**config.mk**
```make
export PLATFORM = sky130hd
export DESIGN_NAME = mlpf_div
export DESIGN_NICKNAME = d
export VERILOG_FILES = /design/src/design/mlpf_pkg.sv /design/src/design/mlpf_div.sv
export SDC_FILE = /design/constraint.sdc
export NUM_CORES = 1
export LEC_CHECK = 0
export ABC_AREA = 1
export BUFFER_PORTS_ARGS = -buffer_cell sky130_fd_sc_hd__buf_4
export CAP_MARGIN = 20
export CORE_MARGIN = 2
export CORE_UTILIZATION = 62
export DETAILED_ROUTE_END_ITERATION = 10
export PLACE_DENSITY_LB_ADDON = 0.05
export SETUP_SLACK_MARGIN = 0.02
export SLEW_MARGIN = 10
export SYNTH_ARGS = -nofsm -noshare
export SYNTH_HDL_FRONTEND = slang
export SYNTH_SLANG_ARGS = --single-unit
```
**constraint.sdc**
```tcl
create_clock -name clk -period 6.74 [get_ports clk]
set_input_delay 0.337 -clock clk [delete_from_list [all_inputs] [get_ports clk]]
set_output_delay 0.337 -clock clk [all_outputs]
set_load 0.02 [all_outputs]
```
**src/design/mlpf_pkg.sv**
```systemverilog
// shared types and constants of the modulated low-pass filter
`timescale 1ns / 1ps

package mlpf_pkg;

	localparam int DIV_W    = 37;
	localparam int DIV_LO_W = 32;
	localparam int ITER_W   = 6;

	localparam logic [ITER_W-1:0] W_ITERS = 6'd27;
	localparam logic [ITER_W-1:0] Q_ITERS = 6'd32;

	localparam logic [34:0] TWO_PI_Q32 = 35'd26986075409;
	localparam logic [21:0] RECIP20    = 22'd3355444;
	localparam logic [17:0] FS_MIN     = 18'd8000;
	localparam logic [17:0] FS_MAX     = 18'd192000;
	localparam logic [17:0] FS_RESET   = 18'd48000;
	localparam logic signed [37:0] FOUR_Q24 = 38'sd67108864;

	localparam logic [0:0] REG_SAMPLE_RATE = 1'b0;

	typedef struct packed {
		logic                start;
		logic [DIV_W-1:0]    rem_init;
		logic [DIV_LO_W-1:0] num_lo;
		logic [DIV_W-1:0]    divisor;
		logic [ITER_W-1:0]   iters;
	} div_req_t;

	typedef struct packed {
		logic                busy;
		logic                done;
		logic [DIV_LO_W-1:0] quot;
	} div_rsp_t;

	typedef struct packed {
		logic signed [31:0] ym2;
		logic signed [31:0] ym1;
		logic signed [31:0] yn;
		logic signed [23:0] xm2;
		logic signed [23:0] xm1;
		logic signed [23:0] xn;
	} hist_t;

endpackage

```
**src/design/mlpf_div.sv**
```systemverilog
// bit-serial restoring divider, one quotient bit per cycle
`timescale 1ns / 1ps

module mlpf_div (
	input  logic              clk,
	input  logic              arst_n,
	input  mlpf_pkg::div_req_t req,
	output mlpf_pkg::div_rsp_t rsp
);
	import mlpf_pkg::*;

	logic [DIV_W-1:0]    rem_q;
	logic [DIV_W-1:0]    div_q;
	logic [DIV_LO_W-1:0] lo_q;
	logic [DIV_LO_W-1:0] quot_q;
	logic [ITER_W-1:0]   cnt_q;
	logic                busy_q;
	logic                done_q;
	logic [DIV_W:0]      trial;
	logic [DIV_W:0]      diff;
	logic                ge;

	assign trial = {rem_q, lo_q[DIV_LO_W-1]};
	assign ge    = trial >= {1'b0, div_q};
	assign diff  = trial - {1'b0, div_q};

	always_ff @(posedge clk or negedge arst_n) begin
		if (!arst_n) begin
			busy_q <= 1'b0;
			done_q <= 1'b0;
			cnt_q  <= '0;
		end else if (req.start) begin
			busy_q <= 1'b1;
			done_q <= 1'b0;
			cnt_q  <= req.iters;
		end else if (busy_q) begin
			cnt_q <= cnt_q - 1'b1;
			if (cnt_q == 6'd1) begin
				busy_q <= 1'b0;
				done_q <= 1'b1;
			end
		end else begin
			done_q <= 1'b0;
		end
	end

	always_ff @(posedge clk) begin
		if (req.start) begin
			rem_q  <= req.rem_init;
			div_q  <= req.divisor;
			lo_q   <= req.num_lo;
			quot_q <= '0;
		end else if (busy_q) begin
			rem_q  <= ge ? diff[DIV_W-1:0] : trial[DIV_W-1:0];
			lo_q   <= {lo_q[DIV_LO_W-2:0], 1'b0};
			quot_q <= {quot_q[DIV_LO_W-2:0], ge};
		end
	end

	assign rsp.busy = busy_q;
	assign rsp.done = done_q;
	assign rsp.quot = quot_q;

endmodule

```
# After elaboration in Yosys (flattened, before gate mapping)

Cells that the tools add are included.
W data, S select, Z words.

Bits in registers: 146
Bits of input ports: 115
Output and inout port bits: 34
Logic and storage cells: 26

Add/subtract/negate cells: 2
Order comparisons: 1
Equality and inequality tests: 2
Multiplexer cells: 13
Reduce and logical (&&, ||, !) cells: 1

Operator list:

| cell                  | count |
|---|---|
| $mux W37              | 3 |
| $mux W32              | 2 |
| $ge A38 B37 Y1        | 1 |
| $sub A37 B37 Y37      | 1 |
| $mux W6               | 2 |
| $eq A6 B1 Y1 const B  | 1 |
| $mux W1               | 6 |
| $sub A6 B1 Y6 const B | 1 |
| $ne A3 B2 Y1 const B  | 1 |
| $reduce_bool A2 Y1    | 1 |

# Depth between registers and ports, before layout

Gate-level depths: netlist (run 1).

Depth in word-level cells: 4
Gate-level depth with buffers: 19
Gate-level depth less buffers: 18

# Worst setup path after synthesis (run 1)

No wires, ideal clock.

Path kind: input to register
Start point: input port req[112] (netlist bit)
End point: register lo_q[0], enable pin
Library setup time: 0.460 ns
Arrival: 2.817 ns
Required time: 6.280 ns
Path slack: 3.462 ns
Cell stages on the path: 4
Path buffers: 2
Cell sequence: clkbuf_1 > nor2_1 > clkinv_1 > clkbuf_1

Cells in the longest elaborated chain, start to end: 1

RTL lines:

| what                                | line           | RTL |
|---|---|---|
| start: declaration                  | mlpf_div.sv:7  | `input mlpf_pkg::div_req_t req,` |
| $reduce_bool A2 Y1 (no source line) | -              |  |
| end signal: assignment              | mlpf_div.sv:51 | `lo_q <= req.num_lo;` |
| end signal: assignment              | mlpf_div.sv:55 | `lo_q <= {lo_q[DIV_LO_W-2:0], 1'b0};` |
| end: declaration                    | mlpf_div.sv:14 | `logic [DIV_LO_W-1:0] lo_q;` |

Every way passes these cells.
A chain may end at the register's enable or synchronous reset.

# Worst setup path after layout (run 1)

Start point: register lo_q[31]
End point: register rem_q[30] (data pin)

Cells in the longest elaborated chain, start to end: 4

RTL lines:

| what                                               | line                           | RTL |
|---|---|---|
| $sub A37 B37 Y37 or $ge A38 B37 Y1 (tied branches) | mlpf_div.sv:25, mlpf_div.sv:24 |  |
| $mux W37 *                                         | mlpf_div.sv:54                 | `rem_q <= ge ? diff[DIV_W-1:0] : trial[DIV_W-1:0];` |
| $mux W37 *                                         | mlpf_div.sv:53                 | `end else if (busy_q) begin` |
| $mux W37 *                                         | mlpf_div.sv:48                 | `if (req.start) begin` |
| end signal: assignment                             | mlpf_div.sv:49                 | `rem_q <= req.rem_init;` |
| end signal: assignment                             | mlpf_div.sv:54                 |  |
| end: declaration                                   | mlpf_div.sv:12                 | `logic [DIV_W-1:0] rem_q;` |

Every way passes the cells marked *; elsewhere a longest branch is shown, timed or not. The select of a mux whose other input is x is not followed.

==> reports/summary.log, run 1 <==
qor: finish.antenna_cells_inserted 0
qor: timing.timing.final.crit_period 3690 ps
qor: power.ratio_of_total_power_to_cell_area 388 nW/um^2
qor: synth.synthXorXnorAreaFrac 2.16%
qor: placed_design.detailed_place_hpwl 15.6 mm
qor: run_status.status finished, final reports clean
qor: setup_path.timing.reg2reg.setup_slack 3050 ps
qor: die.dieWidth 124 um
qor: finish.layout.nets 1470
qor: synth.synth_compound_area_share 5.40%
qor: setup_path.critPathCaptureType flop
qor: die.io_pins 149
qor: timing.worst_slew_pin_slew 861 ps
qor: finish.post_route_cells_drive_above_1_share 15.1%
qor: die.floorplan.initialDensity 63.9%
qor: timing.min_period_over_period 54.7%
qor: timing.setup_violation_total_in_the_final_timing_report 0
qor: timing.setup-tns-final 0 ps
qor: finish.n_fill_cell 1048
qor: synth.synthDominantCellAreaShare 35.6%
qor: global_route.grt_pass1_vias 7384
qor: drt.drc 0
qor: drt.detailroute.via_count 7854
qor: synth.synth_area_per_cell 7.58 um^2
qor: die.num_rows 43
qor: die.die_y 124 um
qor: setup_path.reg2reg_depth 17
qor: clock_tree.maximum_buffer_depth_of_the_clock_tree 2
qor: setup_path.timing.critical_path.slowest_cell_delay 690 ps
qor: finish.area_growth_from_synthesis_to_final_layout 19.5%
qor: synth.synth_cell_type_count 36
qor: timing.grt_setup_unrepaired no
qor: synth.synth-simple-area-share 31.1%
qor: synth.synth.net_count 1334
qor: global_route.grtUsageTotal 29.2%
qor: placed_design.worst_case_setup_slack_after_placement 3150 ps
qor: setup_path.crit_type flop to flop
qor: setup_path.endpoint_of_the_most_critical_setup_path rem_q[30]
qor: drt.via_per_inst 5.21
qor: synth.yosys-top-cells-area edfxtp_1 (36%), nand2_1 (19%), inv_1 (7.9%)
qor: synth.multiplexer_area_fraction_after_synthesis 0%
qor: setup_path.crit_slowest_cell nand2_2
qor: clock_tree.clock-sinks 146
qor: setup_path.crit_chain inv_1 > ha_1 > inv_1 > fa_1 > nand2_1 > nand2_2 > nand3_1 > nand2_2 > nand2_1 > nand2_1 > nand2_1 > nand2_2 > nand2_2 > nand2_2 > nand2_1 > nand3_1 > nand2_1
qor: setup_path.critical_path.reg2reg.endpoint rem_q[30]
qor: global_route.met2_usage 48.0%
qor: global_route.met1_routing_resource_usage_after_global_routing 36.4%
qor: drt.routed_wirelength 21.6 mm
qor: synth.synth_fa_ha_area_share 5.68%
qor: placed_design.portBuffers 148
qor: setup_path.critPathMostFrequentCell nand2_1
qor: clock_tree.insertion_delay 430 ps
qor: drt.drt_pass1_iterations 5
qor: clock_tree.tritoncts built
qor: synth.synth_top_area_cell edfxtp_1
qor: clock_tree.htree_num_levels 4
qor: job.cap_viol_max_count 0
qor: finish.layout.cells.most_common nand2_1
qor: setup_path.setup.worst_path.start_class flop
qor: placed_design.gpl.final_weighted_congestion 0.947
qor: global_route.grt-ovfl-total 0
qor: clock_tree.post-cts-setup-buffer-count 0
qor: timing.hold_violations 0
qor: setup_path.critical_path_required 7030 ps
qor: setup_path.reg_to_reg_critical_path_startpoint lo_q[31]
qor: timing.slew-limit-headroom 42.4%
qor: setup_path.timing.critical_path.arrival 3980 ps
qor: clock_tree.cts-buffers-inserted 17
qor: synth.combinational_family_with_the_most_area_after_synthesis simple AND/OR/NAND/NOR gates
qor: global_route.grt_start_max_net_pins 76
qor: power.power.static_leakage 5.44 nW
qor: timing.skew_final 7.38 ps
qor: drt.detail_route.wl_per_cell 14.3 um
qor: global_route.grt_first_pass_wirelength 34.9 mm
qor: synth.yosysWarnings 0
qor: clock_tree.cts.reportedPaths.clkPinSlew 60 ps
qor: synth.postSynthCellCount 1179
qor: timing.layout_setup_ws 3050 ps
qor: global_route.gr-max-usage-layer met2
qor: global_route.use_met3 9.11%
qor: drt.detail_route.iter0.violations 576
qor: die.design.die.area 15400 um^2
qor: timing.achievable-frequency 0.271 GHz
qor: power.vdd_drop_max 0.227 mV
qor: global_route.grt_antenna_before_repair 0
qor: synth.number_of_flip_flops_and_latches_in_the_synthesized_netlist 146
qor: synth.post_synthesis_instance_area 8940 um^2
qor: timing.timing_max_transition_violations_final 0
qor: setup_path.path_max_fanout 38
qor: drt.antenna_violating_nets_post_route 0
qor: hold_path.hold_path.class input port to flop
qor: setup_path.worstSetupStartpoint lo_q[31]
qor: die.core_area 14000 um^2
qor: clock_tree.cts.root.buffer_cell clkbuf_16
qor: synth.synth-seq-area-share 45.0%
qor: finish.layout.cells.most_common_list nand2_1 (462), inv_1 (187), buf_4 (151)
## worst min-delay path by stage
stage          startpoint         to  cells after the start
3_3_place_gp       arst_n     done_q                      1
6_report          req[29]  div_q[23]                      1
3_5_place_dp       arst_n     done_q                      1
4_1_cts           req[13]   div_q[7]                      1
5_1_grt           req[13]   div_q[7]                      1
2_1_floorplan      arst_n     busy_q                      0
## sequential cells by signal, indices dropped and copies added, names as in the netlist
name	cells
done_q	1
busy_q	1
cnt_q	6
quot_q	32
rem_q	37
div_q	37
lo_q	32
## per-stage QoR
stage	util, %	hold WS, ps	total power [mW]	instance area [um^2]	std cells
final	76.4	77.0	4.15	10700	1508
after global routing	76.4	65.3	4.47	10700	1508
after CTS	76.4	70.5	4.13	10700	1508
after detailed placement	72.2	165	3.19	10100	1475
after global placement	72.0	162	3.16	10100	1474
after floorplan	-	41.4	2.77	8940	1179
## power breakdown
group          leakage, nW  switching, mW  total (mW)  internal (mW)
clock                0.286          0.401       0.925          0.524
sequential            1.47         0.0838        1.26           1.17
combinational         3.69           1.25        1.97          0.717
## cell usage after synthesis (all sizes together)
master / n
o21bai: 4
buf: 17
o211ai: 3
a21oi: 29
nand3b: 40
o22ai: 30
nor4: 1
xnor2: 17
clkinv: 1
nand2: 469
a21o: 2
nor2: 60
a31oi: 1
fa: 1
ha: 39
nand3: 70
nand4: 4
o221ai: 2
xor2: 5
dfrtp: 8
nand2b: 1
edfxtp: 106
nor3: 13
o21ai: 11
or2: 1
and2: 1
inv: 192
dfxtp: 32
clkbuf: 19
## logic make-up (layout without fill, tap and decap cells)
logic type / count (synthesis) / in the layout
AO/OA/AOI/OAI: 82 / 82
AND/OR/NAND/NOR: 660 / 660
adder cells (fa/ha/maj): 40 / 40
buffers and inverters: 229 / 378
XOR/XNOR: 22 / 22
flip-flops: 146 / 146
## area by class of cell
cell class                      count  area [um^2]  area share (%)
Clock buffer                       21          483            4.52
Sequential cell                   146         4020            37.7
Timing Repair Buffer              153         1170            11.0
Multi-Input combinational cell    804         3970            37.1
Inverter                          193          726            6.79
Clock inverter                     11         88.8           0.832
Tap cell                          180          225            2.11
## worst max-delay path: cells and delay by family (launching register included)
family / cells / cell delay (ps)
buffers and inverters: 2 / 150
AND/OR/NAND/NOR: 13 / 2490
flip-flops: 1 / 370
adder cells (fa/ha/maj): 2 / 530
## routing by layer
layer  vias to the layer above  wire length (um)  part of all wire (%)
met1                      3550              9310                    43
met5                         -                 0                     0
met4                         0               513                   2.4
li1                       4011                 -                     -
met2                       247             10100                    47
met3                        46              1680                   7.8
## what timing repair did
item,CTS,global route
endpoints found under the hold margin,8,0
hold buffers,1,0
gates resized for setup,0,0
Power figures use the tool's default switching activity.
==> inputs of run 2 (changes only) <==
--- a/config.mk
+++ b/config.mk
@@ -9,7 +9,7 @@
 export BUFFER_PORTS_ARGS = -buffer_cell sky130_fd_sc_hd__buf_4
 export CAP_MARGIN = 20
 export CORE_MARGIN = 2
-export CORE_UTILIZATION = 62
+export CORE_UTILIZATION = 57
 export DETAILED_ROUTE_END_ITERATION = 10
 export PLACE_DENSITY_LB_ADDON = 0.05
 export SETUP_SLACK_MARGIN = 0.02
==> constraint.sdc (replaced) <==
create_clock -name clk -period 3.7 [get_ports clk]
set_input_delay 0.185 -clock clk [delete_from_list [all_inputs] [get_ports clk]]
set_output_delay 0.185 -clock clk [all_outputs]
set_load 0.02 [all_outputs]
==> run 2 against run 1 <==
  * Fmax increased by 21%
  * Combinational power increased by 83%
  * Flip-flop and latch count unchanged
  * Setup slack got worse by 2400 ps
  * Via count increased by 1.7%
  * Non-clock buffer count increased by 47
  * Clock skew increased by 2.5 ps
  * Largest cell class unchanged
  * Largest power group unchanged
==> reports/summary.log, run 2 (synthesized netlist as in run 1, its figures left out) <==
qor: timing.skew_final 9.91 ps
qor: setup_path.critPathMostFrequentCell nand2_1
qor: die.io_pins 149
qor: setup_path.setup.worst_path.start_class flop
qor: setup_path.critPathCaptureType flop
qor: timing.slew-limit-headroom 48.7%
qor: finish.layout.nets 1517
qor: drt.detailroute.via_count 7991
qor: setup_path.reg2reg_depth 13
qor: finish.area_growth_from_synthesis_to_final_layout 25.3%
qor: timing.worst_slew_pin_slew 770 ps
qor: setup_path.critical_path_required 3880 ps
qor: global_route.grt_antenna_before_repair 0
qor: die.die_y 129 um
qor: finish.n_fill_cell 1209
qor: power.power.static_leakage 5.65 nW
qor: timing.hold_violations 0
qor: drt.drt_pass1_iterations 5
qor: setup_path.cp_top_delay_family simple AND/OR/NAND/NOR gates
qor: drt.detail_route.wl_per_cell 14.3 um
qor: placed_design.worst_case_setup_slack_after_placement 677 ps
qor: clock_tree.maximum_buffer_depth_of_the_clock_tree 2
qor: die.design.die.area 16700 um^2
qor: setup_path.critical_path_cell_count 13
qor: clock_tree.tritoncts built
qor: hold_path.hold_depth 3
qor: finish.layout.cells.most_common_list nand2_1 (462), inv_1 (187), buf_4 (155)
qor: global_route.grt_first_pass_wirelength 37.3 mm
qor: finish.antenna_cells_inserted 0
qor: setup_path.cp.buffers_inverters 2
qor: run_status.status finished, final reports clean
qor: global_route.grt_start_max_net_pins 75
qor: power.ratio_of_total_power_to_cell_area 684 nW/um^2
qor: setup_path.worstSetupStartpoint rem_q[21]
qor: timing.timing.final.crit_period 3060 ps
qor: die.floorplan.initialDensity 58.6%
qor: finish.post_route_cells_drive_above_1_share 14.8%
qor: timing.setup_violation_total_in_the_final_timing_report 0
qor: timing.achievable-frequency 0.327 GHz
qor: finish.layout_top_registers div_q x37, rem_q x37
qor: power.vdd_drop_max 0.400 mV
qor: timing.setup-tns-final 0 ps
qor: drt.drc 0
qor: hold_path.worst_hold_startpoint req[61]
qor: drt.antenna_violating_nets_post_route 0
qor: drt.detail_route.iter0.violations 467
qor: setup_path.timing.critical_path.slowest_cell_delay 400 ps
qor: clock_tree.cts.reportedPaths.clkPinSlew 70 ps
qor: die.dieWidth 129 um
qor: clock_tree.htree_num_levels 4
qor: clock_tree.insertion_delay 430 ps
qor: setup_path.crit_slowest_cell edfxtp_1
qor: timing.min_period_over_period 82.6%
qor: drt.via_per_inst 5.04
qor: clock_tree.post_cts_resize_count 0
qor: global_route.grt_pass1_vias 7944
qor: job.cap_viol_max_count 0
qor: setup_path.crit_type flop to flop
qor: setup_path.timing.critical_path.arrival 3240 ps
qor: placed_design.gpl.final_weighted_congestion 0.976
qor: hold_path.hold_path.class input port to flop
qor: clock_tree.clock-sinks 146
qor: setup_path.path_max_fanout 38
qor: clock_tree.cts-buffers-inserted 17
qor: setup_path.crit_chain ha_1 > nand2_1 > nor2_1 > nand2_1 > nor2_1 > nand3_1 > nand2_1 > inv_2 > nand2_2 > buf_4 > nand3_1 > nand2_1 > nand2_1
qor: die.num_rows 45
qor: timing.layout_setup_ws 644 ps
qor: global_route.grt-ovfl-total 0
qor: placed_design.portBuffers 148
qor: timing.grt_setup_unrepaired no
qor: finish.layout.cells.most_common nand2_1
qor: clock_tree.cts.root.buffer_cell clkbuf_16
qor: placed_design.detailed_place_hpwl 16.3 mm
qor: drt.routed_wirelength 22.7 mm
qor: setup_path.reg_to_reg_critical_path_startpoint rem_q[21]
qor: timing.timing_max_transition_violations_final 0
qor: global_route.grtUsageTotal 28.3%
qor: die.core_area 15300 um^2
## run 2: changes by cell type in the layout (fill, tap and decap cells not counted)
| cell | delta |
|---|---|
| buf_4 | +4 |
| clkinv_2 | -2 |
| buf_16 | -1 |
| inv_4 | +1 |
| dlygate4sd3_1 | +44 |
| clkbuf_16 | +1 |
| inv_6 | -3 |
| clkinv_4 | +1 |
| inv_8 | +3 |
| clkbuf_1 | -1 |
## run 2: layer usage
layer	wire length, um	GRT usage (%)
met5	0	0
met4	550	10.3
met3	1270	6.11
met2	11000	49.5
met1	9830	34.5
## run 2: layout make-up
| cell class | count | area (um^2) | share of cell area, % |
|---|---|---|---|
| multi-input combinational | 804 | 3970 | 35.4 |
| timing repair buffer | 200 | 1610 | 14.4 |
| clock buffer | 21 | 504 | 4.50 |
| inverter | 193 | 726 | 6.48 |
| sequential | 146 | 4020 | 35.9 |
| clock inverter | 11 | 101 | 0.905 |
| tap | 211 | 264 | 2.36 |
## run 2: what timing repair did
item	4_1_cts	5_1_grt
buffers inserted	0	0
endpoints found under the hold margin	52	0
hold buffers	45	0
## run 2: path summary, 6_finish.rpt
path / end / slack, ps
setup / recovery: rem_q[33] / 640
hold / removal: lo_q[18] / 20
setup reg to reg: rem_q[33] / 640
hold reg to reg: quot_q[31] / 460
max in group asynchronous: cnt_q[4] / 3450
min in group asynchronous: done_q / 120
## run 2: metrics by stage
| stage | hold slack (ps) | cell area, um^2 | util (%) | cells | power [mW] |
|---|---|---|---|---|---|
| 2_1_floorplan | -111 | 8940 | - | 1179 | 5.05 |
| 6_report | 21.2 | 11200 | 73.4 | 1586 | 7.66 |
| 3_5_place_dp | 7.79 | 10100 | 66.5 | 1509 | 5.84 |
| 4_1_cts | 6.07 | 11200 | 73.4 | 1586 | 7.67 |
| 3_3_place_gp | 11.1 | 10100 | 66.5 | 1509 | 5.79 |
| 5_1_grt | 22.2 | 11200 | 73.4 | 1586 | 8.27 |
## run 2: worst min-delay path, delay by kind of cell
kind	cells	cell delay, ps
simple gates	2	90
buf+inv	1	80
## run 2: power breakdown
group | internal [mW] | switching, mW | total, mW
Clock | 1.01 | 0.750 | 1.76
Combinational | 1.34 | 2.27 | 3.61
Sequential | 2.14 | 0.163 | 2.30
Total | 4.48 | 3.18 | 7.66
